$ cat config.mk
export PLATFORM = sky130hd
export DESIGN_NAME = enhanced_second_chance_replacer_core
export DESIGN_NICKNAME = d
export VERILOG_FILES = /design/src/rtl/escr_pkg.sv /design/src/rtl/escr_pick.sv /design/src/rtl/enhanced_second_chance_replacer_core.sv
export SDC_FILE = /design/constraint.sdc
export NUM_CORES = 1
export LEC_CHECK = 0
export BUFFER_PORTS_ARGS = -buffer_cell sky130_fd_sc_hd__buf_2
export CAP_MARGIN = 15
export CORE_ASPECT_RATIO = 1.5
export CORE_MARGIN = 5
export CORE_UTILIZATION = 45
export CTS_BUF_LIST = sky130_fd_sc_hd__clkbuf_16
export DETAILED_ROUTE_END_ITERATION = 8
export HOLD_SLACK_MARGIN = 0.02
export PLACE_DENSITY_LB_ADDON = 0.25
export SETUP_SLACK_MARGIN = 0.4
export SLEW_MARGIN = 40
export SYNTH_ARGS = -nofsm -noshare
export SYNTH_HDL_FRONTEND = slang
export SYNTH_HIERARCHICAL = 1
export SYNTH_SLANG_ARGS = --single-unit
export TNS_END_PERCENT = 1
$ cat constraint.sdc
create_clock -name clk -period 4.18 [get_ports clk]
set_input_delay 0.627 -clock clk [delete_from_list [all_inputs] [get_ports clk]]
set_output_delay 0.627 -clock clk [all_outputs]
set_load 0.01 [all_outputs]
$ cat src/rtl/escr_pkg.sv
// Package for the enhanced second-chance page replacer.
// Shared constants and the lookup/victim flag struct; no dependencies.
`default_nettype none

package escr_pkg;

    localparam int FRAMES_DEF    = 8;
    localparam int PAGE_BITS_DEF = 8;

    localparam int CFG_W         = 4;
    localparam int FRAME_INDEX_W = 3;
    localparam int FAULT_W       = 16;

    localparam logic [CFG_W-1:0]   CFG_FRAMES_RESET = 4'd8;
    localparam logic [FAULT_W-1:0] FAULT_MAX        = 16'hFFFF;

    typedef struct packed {
        logic hit;
        logic evict;
        logic clear_refs;
    } pick_flags_t;

endpackage

`default_nettype wire

$ cat src/rtl/escr_pick.sv
// Lookup and victim selection for the second-chance replacer.
// Pure combinational; uses escr_pkg for the flag struct.
`default_nettype none

module escr_pick #(
    parameter int FRAMES    = escr_pkg::FRAMES_DEF,
    parameter int PAGE_BITS = escr_pkg::PAGE_BITS_DEF,
    parameter int IDX_W     = (FRAMES > 1) ? $clog2(FRAMES) : 1
) (
    input  logic [escr_pkg::CFG_W-1:0] frames_cfg,
    input  logic [PAGE_BITS-1:0]       page,
    input  logic [PAGE_BITS-1:0]       frame_page [FRAMES],
    input  logic [FRAMES-1:0]          frame_valid,
    input  logic [FRAMES-1:0]          ref_bits,
    input  logic [FRAMES-1:0]          mod_bits,
    output logic [FRAMES-1:0]          active,
    output escr_pkg::pick_flags_t      flags,
    output logic [IDX_W-1:0]           idx
);

    logic [FRAMES-1:0] match;
    logic [FRAMES-1:0] empty;
    logic [FRAMES-1:0] cls00;
    logic [FRAMES-1:0] cls01;
    logic [FRAMES-1:0] clean;

    function automatic logic [IDX_W-1:0] first_set(input logic [FRAMES-1:0] v);
        logic [IDX_W-1:0] r;
        r = '0;
        for (int i = FRAMES - 1; i >= 0; i--)
        begin
            if (v[i])
            begin
                r = IDX_W'(i);
            end
        end
        return r;
    endfunction

    always_comb
    begin
        for (int i = 0; i < FRAMES; i++)
        begin
            // frame 0 always takes part, count above FRAMES saturates naturally
            active[i] = (i == 0) || (i < int'(frames_cfg));
            match[i]  = active[i] && frame_valid[i] && (frame_page[i] == page);
            empty[i]  = active[i] && !frame_valid[i];
            cls00[i]  = active[i] && !ref_bits[i] && !mod_bits[i];
            cls01[i]  = active[i] && !ref_bits[i] && mod_bits[i];
            clean[i]  = active[i] && !mod_bits[i];
        end
    end

    always_comb
    begin
        flags = '0;
        idx   = '0;
        if (|match)
        begin
            flags.hit = 1'b1;
            idx       = first_set(match);
        end
        else if (|empty)
        begin
            idx = first_set(empty);
        end
        else if (|cls00)
        begin
            flags.evict = 1'b1;
            idx         = first_set(cls00);
        end
        else if (|cls01)
        begin
            flags.evict      = 1'b1;
            flags.clear_refs = 1'b1;
            idx              = first_set(cls01);
        end
        else
        begin
            // all active refs set: clear them, then first clean frame, else frame 0
            flags.evict      = 1'b1;
            flags.clear_refs = 1'b1;
            idx              = first_set(clean);
        end
    end

endmodule

`default_nettype wire

$ cat src/rtl/enhanced_second_chance_replacer_core.sv
// Top level of the enhanced second-chance page replacer.
// Depends on escr_pkg and escr_pick.
//
//   channel   dir   handshake                  payload
//   cfg       in    cfg_wr_en                  cfg_wr_data = frames_in_use
//   s_axis    in    s_axis_tvalid/tready       page, write_access
//   m_axis    out   m_axis_tvalid/tready       hit, frame_index, evicted_valid,
//                                              evicted_page, fault_total
//
// One access per cycle unless the result stalls.
// The input register feeds a parallel compare and priority encoders; frame
// state updates as the item moves into the result register.
// Reset empties all frames, clears the fault count and sets frames_in_use to 8.
// A stalled result holds the input register; the input side stalls only then.
`default_nettype none

module enhanced_second_chance_replacer_core #(
    parameter int FRAMES    = escr_pkg::FRAMES_DEF,
    parameter int PAGE_BITS = escr_pkg::PAGE_BITS_DEF
) (
    input  logic                                  clk,
    input  logic                                  rst_n,
    input  logic                                  cfg_wr_en,
    input  logic [escr_pkg::CFG_W-1:0]            cfg_wr_data,
    input  logic                                  s_axis_tvalid,
    output logic                                  s_axis_tready,
    // page, write_access
    input  logic [((PAGE_BITS + 8) / 8) * 8 - 1:0]  s_axis_tdata,
    output logic                                  m_axis_tvalid,
    input  logic                                  m_axis_tready,
    // hit, frame_index, evicted_valid, evicted_page, fault_total
    output logic [((PAGE_BITS + 28) / 8) * 8 - 1:0] m_axis_tdata
);

    localparam int IDX_W = (FRAMES > 1) ? $clog2(FRAMES) : 1;
    localparam int M_W   = ((PAGE_BITS + 28) / 8) * 8;
    localparam int FIW   = escr_pkg::FRAME_INDEX_W;
    localparam int FW    = escr_pkg::FAULT_W;

    logic [escr_pkg::CFG_W-1:0] cfg_frames_reg;

    logic                 in_valid_reg, in_valid_next;
    logic [PAGE_BITS-1:0] in_page_reg;
    logic                 in_write_reg;

    logic [PAGE_BITS-1:0] frame_page_reg [FRAMES];
    logic [FRAMES-1:0]    valid_reg, valid_next;
    logic [FRAMES-1:0]    ref_reg, ref_next;
    logic [FRAMES-1:0]    mod_reg, mod_next;
    logic [FW-1:0]        fault_reg, fault_next;

    logic                 out_valid_reg, out_valid_next;
    logic [M_W-1:0]       out_data_reg, out_data_next;

    logic                  s_xfer;
    logic                  advance;
    logic [FRAMES-1:0]     active;
    escr_pkg::pick_flags_t flags;
    logic [IDX_W-1:0]      idx;
    logic [IDX_W+FIW-1:0]  idx_wide;
    logic [PAGE_BITS-1:0]  ev_page;

    escr_pick #(
        .FRAMES    (FRAMES),
        .PAGE_BITS (PAGE_BITS),
        .IDX_W     (IDX_W)
    ) u_pick (
        .frames_cfg  (cfg_frames_reg),
        .page        (in_page_reg),
        .frame_page  (frame_page_reg),
        .frame_valid (valid_reg),
        .ref_bits    (ref_reg),
        .mod_bits    (mod_reg),
        .active      (active),
        .flags       (flags),
        .idx         (idx)
    );

    assign advance       = in_valid_reg && (!out_valid_reg || m_axis_tready);
    assign s_axis_tready = !in_valid_reg || advance;
    assign s_xfer        = s_axis_tvalid && s_axis_tready;
    assign m_axis_tvalid = out_valid_reg;
    assign m_axis_tdata  = out_data_reg;

    assign in_valid_next  = s_xfer || (in_valid_reg && !advance);
    assign out_valid_next = advance || (out_valid_reg && !m_axis_tready);

    always_comb
    begin
        valid_next = valid_reg;
        ref_next   = ref_reg;
        mod_next   = mod_reg;
        fault_next = fault_reg;
        if (advance)
        begin
            if (flags.clear_refs)
            begin
                ref_next = ref_reg & ~active;
            end
            ref_next[idx] = 1'b1;
            mod_next[idx] = in_write_reg;
            if (!flags.hit)
            begin
                valid_next[idx] = 1'b1;
                if (fault_reg != escr_pkg::FAULT_MAX)
                begin
                    fault_next = fault_reg + FW'(1);
                end
            end
        end
    end

    always_comb
    begin
        idx_wide      = {{FIW{1'b0}}, idx};
        ev_page       = flags.evict ? frame_page_reg[idx] : '0;
        out_data_next = '0;
        out_data_next[0]                         = flags.hit;
        out_data_next[FIW:1]                     = idx_wide[FIW-1:0];
        out_data_next[FIW+1]                     = flags.evict;
        out_data_next[PAGE_BITS+FIW+1:FIW+2]     = ev_page;
        out_data_next[PAGE_BITS+FIW+FW+1:PAGE_BITS+FIW+2] = fault_next;
    end

    always_ff @(posedge clk or negedge rst_n)
    begin
        if (!rst_n)
        begin
            cfg_frames_reg <= escr_pkg::CFG_FRAMES_RESET;
            in_valid_reg   <= 1'b0;
            out_valid_reg  <= 1'b0;
            valid_reg      <= '0;
            ref_reg        <= '0;
            mod_reg        <= '0;
            fault_reg      <= '0;
        end
        else
        begin
            if (cfg_wr_en)
            begin
                cfg_frames_reg <= cfg_wr_data;
            end
            in_valid_reg  <= in_valid_next;
            out_valid_reg <= out_valid_next;
            valid_reg     <= valid_next;
            ref_reg       <= ref_next;
            mod_reg       <= mod_next;
            fault_reg     <= fault_next;
        end
    end

    always_ff @(posedge clk)
    begin
        if (s_xfer)
        begin
            in_page_reg  <= s_axis_tdata[PAGE_BITS-1:0];
            in_write_reg <= s_axis_tdata[PAGE_BITS];
        end
        if (advance)
        begin
            out_data_reg <= out_data_next;
            if (!flags.hit)
            begin
                frame_page_reg[idx] <= in_page_reg;
            end
        end
    end

endmodule

`default_nettype wire

* Yosys cells after proc, flatten, opt, wreduce, memory -nomap -nowiden *
Cells that the tools add are included.

storage, ports and cells
  memories kept = 0
  logic and storage cells = 203
  output and inout port bits = 34
  input bits = 25
  register bits = 148
  bits in latches = 0
  memory bits (writable) = 0
  memory bits (read-only) = 0

cells by class
  multipliers = 0
  add/sub/neg operators = 1
  shift operators = 0
  reductions and logical operators = 95
  eq/ne operators = 9
  bitwise operators = 6
  divide/modulo/power cells = 0
  muxes and demuxes = 62
  order comparisons = 11

operators by type and width
  operator                                                                       number
  3-bit two-way mux                                                              44
  64-bit bitwise mux                                                             1
  8-bit == test                                                                  8
  1-bit logical AND                                                              58
  16-bit two-way mux                                                             3
  8-bit two-way mux                                                              5
  8-bit OR reduction                                                             4
  1-bit zero test                                                                28
  8-bit binary-select mux with 3-bit select                                      1
  8-bit demux with 3-bit select                                                  1
  16-bit by 1-bit adder with 16-bit output (second input constant)               1
  3-bit by 4-bit less-than comparator with 1-bit output (first input constant)   4
  16-bit != test (second input constant)                                         1
  8-bit OR                                                                       2
  8-bit AND                                                                      1
  8-bit bitwise mux                                                              1
  2-bit by 4-bit less-than comparator with 1-bit output (first input constant)   2
  8-bit inverter                                                                 1
  4-bit >= comparator (second input constant)                                    1
  1-bit logical OR                                                               4
  1-bit by 4-bit less-than comparator with 1-bit output (first input constant)   1
  3-bit by 4-bit less-than comparator with 1-bit output (second input constant)  1
  4-bit by 1-bit less-than comparator with 1-bit output (second input constant)  1
  2-bit two-way mux                                                              2
  other kinds (6)                                                                8

* Longest topological paths before layout *
Gate-level depths: netlist (run 1).

  depth after elaboration = 21
  gate-level depth with buffers = 14

* Hierarchy *
The synthesis (run 1) kept the hierarchy.

modules (own cells, without submodules)
  module                                area each (sq um)  times used  cells an instance
  enhanced_second_chance_replacer_core  5696.7             1           324
  escr_pick                             1656.6             1           234

* Worst setup path before layout (run 1) *
Ideal clock, no wire load.

  kind = register to register
  start = register cfg_frames_reg[3] in the netlist's numbering
  end = register frame_page_reg[16] in the netlist's numbering, enable pin
  required time = 3.783 ns
  buffers on the path = 3
  setup slack = 0.486 ns
  cell stages (with the launch flop) = 12
  library setup time = 0.397 ns
  data arrival time = 3.298 ns
  clock period less this slack = 3.694 ns
  path through = dfstp_2 buf_6 inv_1 and2_2 or4_1 nand4_1 or3_4 or2_4 o32ai_2 clkbuf_1 buf_2 nor4_1

RTL lines
  item                            RTL line                                     source
  start: declaration              enhanced_second_chance_replacer_core.sv:40   logic [escr_pkg::CFG_W-1:0] cfg_frames_reg;
  start signal: assignment        enhanced_second_chance_replacer_core.sv:129  cfg_frames_reg <= escr_pkg::CFG_FRAMES_RESET;
  start signal: assignment        enhanced_second_chance_replacer_core.sv:141  cfg_frames_reg <= cfg_wr_data;
  end signal: indexed assignment  enhanced_second_chance_replacer_core.sv:164  frame_page_reg[idx] <= in_page_reg;
  end: declaration                enhanced_second_chance_replacer_core.sv:46   logic [PAGE_BITS-1:0] frame_page_reg [FRAMES];

* Worst setup path after layout (run 1) *
  start = register cfg_frames_reg[3] in the netlist's numbering
  end = register frame_page_reg[46] in the netlist's numbering, enable pin

between the ends
  cells in the longest elaborated chain, start to end = 7
  elaborated cells between the ends (all ways) = 25
  classes of those cells = 7 x order compare; 1 x mux; 1 x bitwise; 16 x reduce/logical

RTL lines
  item                                                                                 RTL line         source
  1-bit by 4-bit less-than comparator with 1-bit output, or another cell as far along  escr_pick.sv:45  active[i] = (i == 0) || (i < int'(frames_cfg));
  1-bit logical AND (2 in series)                                                      escr_pick.sv:46  match[i] = active[i] && frame_valid[i] && (frame_page[i] == page);
  8-bit OR reduction (*)                                                               escr_pick.sv:58  if (|match)
  1-bit two-way mux (*)                                                                escr_pick.sv:58
  1-bit inverter (no source line) (*)                                                  -
  2-bit AND reduction (no source line) (*)                                             -

Mark *: on every way between the ends. The rest lies on a longest branch, timed or not.
A chain may end at the register's enable or synchronous reset.

==> results_dict.tcl, run 1 <==
set metrics [dict create \
    crit_buf_inv 4 \
    place_hpwl_mm 12.4 \
    cts-htree-levels 4 \
    viasPerCell 5.64 \
    hold_path_class "in -> async" \
    syn_to_final_growth_pct 18.4 \
    final_nets 667 \
    leakagePower_nw 3.32 \
    grt_overflow 0 \
    drc 0 \
    path_cells "inv_1 -> and2_2 -> or4_1 -> inv_1 -> o21ai_0 -> a21boi_0 -> o22ai_2 -> buf_4 -> nor3b_2 -> nand3_1 -> nor2_1 -> buf_4" \
    end_kind "flop" \
    syn_inst 558 \
    crit_fanout 18 \
    synth-warning-count 6 \
    hold_viol 0 \
    start_util 0.456 \
    worst-endpoint-required_ns 4.30 \
    dieHeight_um 167 \
    holdBufCountCts 0 \
    cpPeakStageDelay_ns 0.76 \
    track_usage 0.184 \
    ios 59 \
    synth_edf_count 102 \
    r2r-start "cfg_frames_reg[3]$_DFFE_PN1P_" \
    crit_type "reg -> reg" \
    reg2reg_depth 12 \
    drt_iter0_drc 341 \
    layout-drive-gt1-share 0.294 \
    power_w 0.00686 \
    clk_path_buf_depth 2 \
    start_kind "flop" \
    dr.pass1.iters 5 \
    crit_path_start "cfg_frames_reg[3]$_DFFE_PN1P_" \
    critPathSlowestCell "dfstp_4" \
    r2r_end "frame_page_reg[46]$_DFFE_PP_" \
    setup_viol 0 \
    clk_pin_slew_worst_paths_ns 0.07 \
    cts_root_buffer "clkbuf_16" \
    core-area_mm2 0.0161 \
    numClockSinks 148 \
    p_per_area_mw_per_mm2 787 \
    synth-seq-cells 148 \
    fin_crit_ns 3.70 \
    portBuffers 48 \
    detail-route-antenna-nets 0 \
    path_delay_family "simple AND/OR/NAND/NOR gates" \
    fin_crit_sh 0.886 \
    cts_made_buffers 17 \
    largest_reg_flops 64 \
    drv_slew 0 \
    place_area_mm2 0.00787 \
    wl_per_cell_um 20.0 \
    regToRegSetupSlack_ns 0.48 \
    fin_area_mm2 0.00871 \
    netlist_area_mm2 0.00735 \
    die_w_um 114 \
    vias 4853 \
    ys_seq_area_frac 0.573 \
    synth_async_sr_flop_share 0.311 \
    synth_ff_type "edfxtp_1" \
    ir_drop_mv 0.355 \
    setup_slack_ns 0.475 \
    slew_headroom 0.455 \
    max_freq_mhz 270 \
    antenna_found_initial 0 \
    rows 57 \
    grt_pass1_vias 4957 \
    drv_cap 0 \
    grt_pass1_wl_mm 27.0 \
    finClkSkew_ns 0.0210 \
    final.setup.tns_ns 0 \
    status "finished, final reports clean" \
    worstPathArrival_ns 3.82 \
    drt_wl_total_mm 17.2 \
    rsz0062_at_grt "true" \
    cts_tree "built" \
    synth.avg_cell_area_um2 13.2 \
    gp_congestion 0.938 \
    diodes 0 \
    dp_slack_ns 0.310 \
    clk_latency_ns 0.43 \
    grt_max_degree 47 \
    tightest_slew_ns 0.815 \
    synth_cell_types 72 \
    die_area_mm2 0.0191 \
]
==> cell families (layout without fill, tap and decap cells) <==
group / after synthesis / in the layout / synth area share
muxes: 39 / 39 / 0.0832
buffers and inverters: 41 / 135 / 0.0344
DFF: 148 / 148 / 0.573
xor gates and xnor gates: 75 / 75 / 0.0893
and+or+nand+nor: 184 / 184 / 0.149
AOI/OAI and AO/OA: 68 / 68 / 0.0677
adders and majority gates: 1 / 1 / 0.00170
other: 2 / 4 / 0.00102
==> layout by cell type (no fill, tap or decap), types with 11 or more instances in the layout <==
master,netlist,routed
nor2b_1,12,12
dfrtp_1,45,44
nor4_1,16,13
a21oi_1,11,11
nand2_1,30,30
buf_4,15,37
clkbuf_16,0,18
xor2_1,54,54
nor3_1,18,18
mux2_2,13,13
inv_1,12,13
buf_2,4,47
nor2_1,21,20
nand3_1,12,12
edfxtp_1,102,102
xnor2_1,21,21
nand4_1,13,13
o21ai_0,11,11
mux4_2,16,16
==> metal layers <==
metal | GRT usage | vias to the layer above | part of all wire
li1 | - | 2239 | -
met1 | 0.208 | 2425 | 0.38
met2 | 0.329 | 150 | 0.55
met3 | 0.0359 | 39 | 0.041
met4 | 0.0848 | 0 | 0.035
met5 | 0 | - | 0
==> metrics by stage <==
step           cells   util  hold slack (ns)
2_1_floorplan    560      -            0.331
3_3_place_gp     810  0.488            0.495
3_5_place_dp     810  0.488            0.501
4_1_cts          844  0.527            0.228
5_1_grt          860  0.540            0.262
6_report         860  0.540            0.210
==> worst register-to-register path, cell delays in order, from the launching register on <==
cell      delay [ns]
dfstp_4         0.76
inv_1           0.18
and2_2          0.26
or4_1           0.58
inv_1           0.08
o21ai_0         0.09
a21boi_0        0.23
o22ai_2         0.18
buf_4           0.22
nor3b_2         0.24
nand3_1         0.18
nor2_1          0.17
buf_4           0.22
==> final cells by class <==
type                            count  area (um^2)
Clock inverter                     14          133
Sequential cell                   148         4220
Tap cell                          206          258
Timing Repair Buffer               91          653
Clock buffer                       18          450
Fill cell                        1361         7410
Multi-Input combinational cell    371         2950
Inverter                           12         45.0
==> power by group <==
group | switching [W] | internal (W)
combinational | 0.00155 | 0.00139
clock | 0.000672 | 0.000824
sequential | 0.000313 | 0.00210
total | 0.00254 | 0.00432
==> timing repair <==
action | in CTS | in global routing
setup buffers | 2 | 16
pin swaps | 0 | 2
gates resized for setup | 1 | 7
endpoints found under the setup margin | 29 | 62
==> synth_stat cells, types with 6 or more instances <==
master | instances | area (um^2)
nand4_1 | 13 | 81.3
o21ai_0 | 11 | 55.1
xnor2_1 | 21 | 184
edfxtp_1 | 102 | 3060
or2_2 | 7 | 43.8
nor3_1 | 18 | 90.1
buf_4 | 15 | 113
nor2_1 | 21 | 78.8
xor2_1 | 54 | 473
a21oi_1 | 11 | 55.1
dfrtp_1 | 45 | 1130
mux2i_1 | 9 | 90.1
inv_1 | 12 | 45.0
mux4_2 | 16 | 360
nand3_1 | 12 | 60.1
nor2b_1 | 12 | 75.1
mux2_2 | 13 | 146
nor4_1 | 16 | 100
nor3b_1 | 6 | 45.0
or3_1 | 7 | 43.8
nand2_1 | 30 | 113
nand2b_1 | 9 | 56.3
==> worst max path at each step <==
stage | to | slack (ns) | cells after the start
floorplan | frame_page_reg[16]$_DFFE_PP_ | 0.49 | 11
global route | m_axis_tdata[6]$_SDFFCE_PN0N_ | 0.32 | 12
finish | frame_page_reg[46]$_DFFE_PP_ | 0.48 | 12
global placement | frame_page_reg[51]$_DFFE_PP_ | 0.35 | 11
CTS | frame_page_reg[46]$_DFFE_PP_ | 0.31 | 12
detailed placement | frame_page_reg[51]$_DFFE_PP_ | 0.31 | 11
(Power assumes the default switching activity.)
==> run 2: changes to the inputs <==
--- a/config.mk
+++ b/config.mk
@@ -13,7 +13,7 @@
 export CTS_BUF_LIST = sky130_fd_sc_hd__clkbuf_16
 export DETAILED_ROUTE_END_ITERATION = 8
 export HOLD_SLACK_MARGIN = 0.02
-export PLACE_DENSITY_LB_ADDON = 0.25
+export PLACE_DENSITY_LB_ADDON = 0.08
 export SETUP_SLACK_MARGIN = 0.4
 export SLEW_MARGIN = 40
 export SYNTH_ARGS = -nofsm -noshare
==> run 2 against run 1 <==
Compared with the run above: sequential share of layout area rose by 0.66 points; clock power down 5%; final cell count shrank 0.35%; critical path type unchanged; largest power group unchanged; highest routed layer unchanged.
==> results_dict.tcl, run 2 (synthesis results as in run 1) <==
set metrics [dict create \
    ir_drop_mv 0.432 \
    drt_wl_total_mm 17.9 \
    holdWs_ns 0.212 \
    cts_tree "built" \
    vias 4760 \
    cts-htree-levels 4 \
    layout-drive-gt1-share 0.283 \
    numClockSinks 148 \
    rows 57 \
    slew_headroom 0.488 \
    clk_pin_slew_worst_paths_ns 0.06 \
    antenna_found_initial 0 \
    core-area_mm2 0.0161 \
    detail-route-antenna-nets 0 \
    status "finished, final reports clean" \
    grt_pass1_wl_mm 27.5 \
    cts_made_buffers 17 \
    hold_path_class "in -> async" \
    drt_iter0_drc 395 \
    finClkSkew_ns 0.00851 \
    final_nets 664 \
    drc 0 \
    portBuffers 48 \
    dp.cells 806 \
    worst-endpoint-required_ns 4.30 \
    hold_viol 0 \
    die_area_mm2 0.0191 \
    start_util 0.456 \
    grt_overflow 0 \
    place_area_mm2 0.00784 \
    ios 59 \
    final.setup.tns_ns 0 \
    fin_crit_sh 0.906 \
    clk_path_buf_depth 2 \
    end_kind "flop" \
    fin_area_mm2 0.00859 \
    power_w 0.00670 \
    grt_pass1_vias 4883 \
    tightest_slew_ns 0.766 \
    die_w_um 114 \
    crit_fanout 12 \
    worstPathArrival_ns 3.91 \
    syn_to_final_growth_pct 16.8 \
    drv_cap 0 \
    final_common_cell "edfxtp_1" \
    largest_reg_flops 64 \
    wl_per_cell_um 20.8 \
    mostFrequentLayoutCells "102 x edfxtp_1, 54 x xor2_1, 47 x buf_2" \
    max_freq_mhz 264 \
    track_usage 0.192 \
    diodes 0 \
    crit_type "reg -> reg" \
    fin_crit_ns 3.79 \
    n_fill_cell 1422 \
    grt_max_degree 47 \
    place_hpwl_mm 12.7 \
    p_per_area_mw_per_mm2 781 \
    cts_root_buffer "clkbuf_16" \
    final_cells 857 \
    viasPerCell 5.55 \
    clk_latency_ns 0.43 \
    dr.pass1.iters 5 \
    gp_congestion 0.901 \
    setup_viol 0 \
    start_kind "flop" \
    leakagePower_nw 3.28 \
    drv_slew 0 \
    dieHeight_um 167 \
    rsz0062_at_grt "true" \
]
==> run 2: cell count changes in the layout (fill, tap and decap cells not counted), moves of 2 or more <==
cell	delta
nor4_2	+2
inv_8	-3
clkinv_1	+2
inv_6	-4
inv_1	+2
clkinv_2	+2
buf_12	-3
==> run 2: layout make-up <==
class	count	area, um^2	area share
clock buffer	17	425	0.0495
clock inverter	15	119	0.0138
inverter	12	45.0	0.00524
multi-input combinational	371	2930	0.341
sequential	148	4220	0.491
tap	206	258	0.0300
timing repair buffer	88	593	0.0690
==> run 2: path summary, 6_finish.rpt <==
check / startpoint / end / slack (ns) / cells after the start
max: cfg_frames_reg[2]$_DFFE_PN0P_ / frame_page_reg[39]$_DFFE_PP_ / 0.39 / 11
min: rst_n / mod_reg[3]$_DFFE_PN0P_ / 0.21 / 1
max reg2reg: cfg_frames_reg[2]$_DFFE_PN0P_ / frame_page_reg[39]$_DFFE_PP_ / 0.39 / 11
min reg2reg: ref_reg[7]$_DFFE_PN0N_ / ref_reg[7]$_DFFE_PN0N_ / 0.50 / 1
max in group asynchronous: rst_n / cfg_frames_reg[1]$_DFFE_PN0P_ / 3.51 / 1
min in group clk: s_axis_tdata[3] / in_page_reg[3]$_DFFE_PP_ / 0.37 / 1
==> run 2: where the power goes <==
group	internal, W	leakage, nW	switching [W]	total (W)
registers	0.00210	1.48	0.000300	0.00240
clock network	0.000811	0.270	0.000607	0.00142
logic	0.00136	1.53	0.00153	0.00289
==> run 2: per-layer routing <==
layer / vias up / wire, um / GRT usage
li1: 2223 / - / -
met1: 2361 / 6880 / 0.220
met2: 142 / 9600 / 0.340
met3: 34 / 697 / 0.0341
met4: 0 / 674 / 0.0946
met5: - / 0 / 0
==> run 2: what timing repair did <==
| item | in CTS | in global routing |
|---|---|---|
| endpoints found under the setup margin | 29 | 69 |
| buffers inserted | 3 | 16 |
| hold buffers | 0 | 0 |
| pin swaps | 0 | 2 |
| resized for setup | 1 | 4 |
==> run 2: stage by stage <==
step	util	setup slack (ns)
floorplan	-	0.486
global placement	0.486	0.395
detailed placement	0.487	0.358
CTS	0.522	0.383
global route	0.533	0.206
finish	0.533	0.392
==> run 2: worst max-delay path, cell delays in order, from the launching register on <==
cell	delay, ns
dfrtp_1	0.56
a21oi_2	0.40
nor3b_1	0.16
nor4bb_1	0.48
nor3b_1	0.27
a211o_1	0.16
a2bb2oi_1	0.08
o22ai_2	0.36
nand2_1	0.19
or3_1	0.49
nor2_1	0.12
buf_4	0.21
==> run 3: changes to the inputs <==
--- a/config.mk
+++ b/config.mk
@@ -14,6 +14,7 @@
 export DETAILED_ROUTE_END_ITERATION = 8
 export HOLD_SLACK_MARGIN = 0.02
 export PLACE_DENSITY_LB_ADDON = 0.08
+export RECOVER_POWER = 25
 export SETUP_SLACK_MARGIN = 0.4
 export SLEW_MARGIN = 40
 export SYNTH_ARGS = -nofsm -noshare
==> run 3 against run 2 <==
Compared with the run above: sequential cell count stayed put; die area stayed put; non-clock buffer count stayed put; highest routed layer unchanged; global-route usage stayed put; the run now ends with capacitance limit, slew limit left.
==> results_dict.tcl, run 3 (synthesis results as in run 1) <==
set metrics [dict create \
    cts_root_buffer "clkbuf_16" \
    final_cells 857 \
    place_hpwl_mm 12.7 \
    worstPathArrival_ns 3.93 \
    hold_viol 0 \
    finClkSkew_ns 0.00847 \
    final_common_cell "edfxtp_1" \
    rsz0062_at_grt "true" \
    portBuffers 48 \
    crit_path_frequent_cell "nand4_1" \
    start_kind "flop" \
    status "complete, but fails checks" \
    detail-route-antenna-nets 0 \
    r2r_end "frame_page_reg[39]$_DFFE_PP_" \
    viasPerCell 5.56 \
    drv_slew 47 \
    final.setup.tns_ns 0 \
    track_usage 0.192 \
    drc 0 \
    start_util 0.456 \
    grt_max_degree 47 \
    sequentialPowerShare 0.358 \
    die_w_um 114 \
    regToRegSetupSlack_ns 0.37 \
    clk_path_buf_depth 2 \
    fin_crit_ns 3.81 \
    core-area_mm2 0.0161 \
    wl_per_cell_um 20.8 \
    combPwrFrac 0.430 \
    final_nets 664 \
    clkPwrFrac 0.212 \
    setup_viol 0 \
    numClockSinks 148 \
    drt_iter0_drc 396 \
    vias 4766 \
    power_switching_w 0.00243 \
    min_from "s_axis_tdata[3]" \
    mostFrequentLayoutCells "102 x edfxtp_1, 54 x xor2_1, 47 x buf_2" \
    tightest_slew_ns 2.63 \
    dp.cells 806 \
    clk_latency_ns 0.43 \
    drt_wl_total_mm 17.9 \
    r2r-start "in_page_reg[6]$_DFFE_PP_" \
    p_per_area_mw_per_mm2 782 \
    grt_pass1_wl_mm 27.5 \
    setup_slack_ns 0.375 \
    ios 59 \
    end_kind "flop" \
    crit_type "reg -> reg" \
    die_area_mm2 0.0191 \
    diodes 0 \
    max_freq_mhz 263 \
    hold_end "in_page_reg[3]$_DFFE_PP_" \
    ir_drop_mv 0.432 \
    violations "capacitance limit, slew limit" \
    gp_congestion 0.901 \
    slew_headroom -0.757 \
    cts-htree-levels 4 \
    cpPeakStageDelay_ns 0.55 \
    leakagePower_nw 3.27 \
    drv_cap 1 \
    dr.pass1.iters 5 \
    syn_to_final_growth_pct 16.5 \
    rows 57 \
    layout-drive-gt1-share 0.278 \
    dp_slack_ns 0.358 \
    cts_made_buffers 17 \
    cts_tree "built" \
    whs_path_depth 1 \
    crit_fanout 13 \
    grt_overflow 0 \
    worst-endpoint-required_ns 4.30 \
    critPathSlowestCell "clkbuf_1" \
    largest_reg_flops 64 \
    fin_crit_sh 0.910 \
    path_delay_family "simple AND/OR/NAND/NOR gates" \
    hold_path_class "in -> reg" \
    reg2reg_depth 12 \
    clk_pin_slew_worst_paths_ns 0.06 \
    antenna_found_initial 0 \
    grt_pass1_vias 4883 \
    sw_frac_of_total 0.363 \
    crit_buf_inv 2 \
    p_int_w 0.00427 \
    dieHeight_um 167 \
    path_cells "clkbuf_1 -> xor2_1 -> nor4_1 -> nand4_1 -> nand4_1 -> or3_4 -> or2_4 -> o32ai_2 -> nand2_1 -> or3_1 -> nor2_1 -> buf_4" \
]
## run 3: cell count changes in the layout (fill, tap and decap cells not counted), sizes merged
| cell | change |
|---|---|
| buf | -3 |
| clkbuf | +3 |
## run 3: cell type report
class,instances,area [um^2]
Inverter,12,45.0
Multi-Input combinational cell,371,2930
Fill cell,1421,7550
Clock inverter,15,119
Sequential cell,148,4220
Timing Repair Buffer,88,569
Tap cell,206,258
Clock buffer,17,425
## run 3: routing by layer
layer | global-route usage | wire (um) | vias to the layer above
met5 | 0 | 0 | -
met4 | 0.0946 | 674 | 0
met3 | 0.0341 | 698 | 34
met2 | 0.340 | 9600 | 144
met1 | 0.220 | 6880 | 2365
li1 | - | - | 2223
## run 3: timing repair
item,CTS,global route
setup buffers,3,16
cloned,0,0
gates resized for setup,1,4
hold buffers,0,0
pin swaps,0,2
endpoints found under the setup margin,29,69
## run 3: worst max-delay path by stage
stage               cells after the start                      endpoint                          start
finish                                 12  frame_page_reg[39]$_DFFE_PP_       in_page_reg[6]$_DFFE_PP_
global route                           12   frame_page_reg[7]$_DFFE_PP_       in_page_reg[2]$_DFFE_PP_
CTS                                    12  frame_page_reg[54]$_DFFE_PP_       in_page_reg[3]$_DFFE_PP_
detailed placement                     11  frame_page_reg[51]$_DFFE_PP_  cfg_frames_reg[3]$_DFFE_PN1P_
global placement                       11  frame_page_reg[51]$_DFFE_PP_  cfg_frames_reg[3]$_DFFE_PN1P_
floorplan                              11  frame_page_reg[16]$_DFFE_PP_  cfg_frames_reg[3]$_DFFE_PN1P_
## run 3: stage by stage
stage / area, um^2 / hold WS, ns / power [W] / util
after detailed placement: 7840 / 0.488 / 0.00527 / 0.487
final: 8570 / 0.372 / 0.00670 / 0.531
after global routing: 8570 / 0.349 / 0.00707 / 0.531
after CTS: 8410 / 0.226 / 0.00672 / 0.522
after global placement: 7840 / 0.491 / 0.00526 / 0.486
after floorplan: 7360 / 0.331 / 0.00436 / -
## run 3: power groups by stage
stage	logic, W	registers [W]	clock network (W)
5_1_grt	0.00312	0.00245	0.00151
3_3_place_gp	0.00283	0.00243	0
6_report	0.00288	0.00240	0.00142
2_1_floorplan	0.00199	0.00237	0
3_5_place_dp	0.00282	0.00244	0
4_1_cts	0.00285	0.00242	0.00145
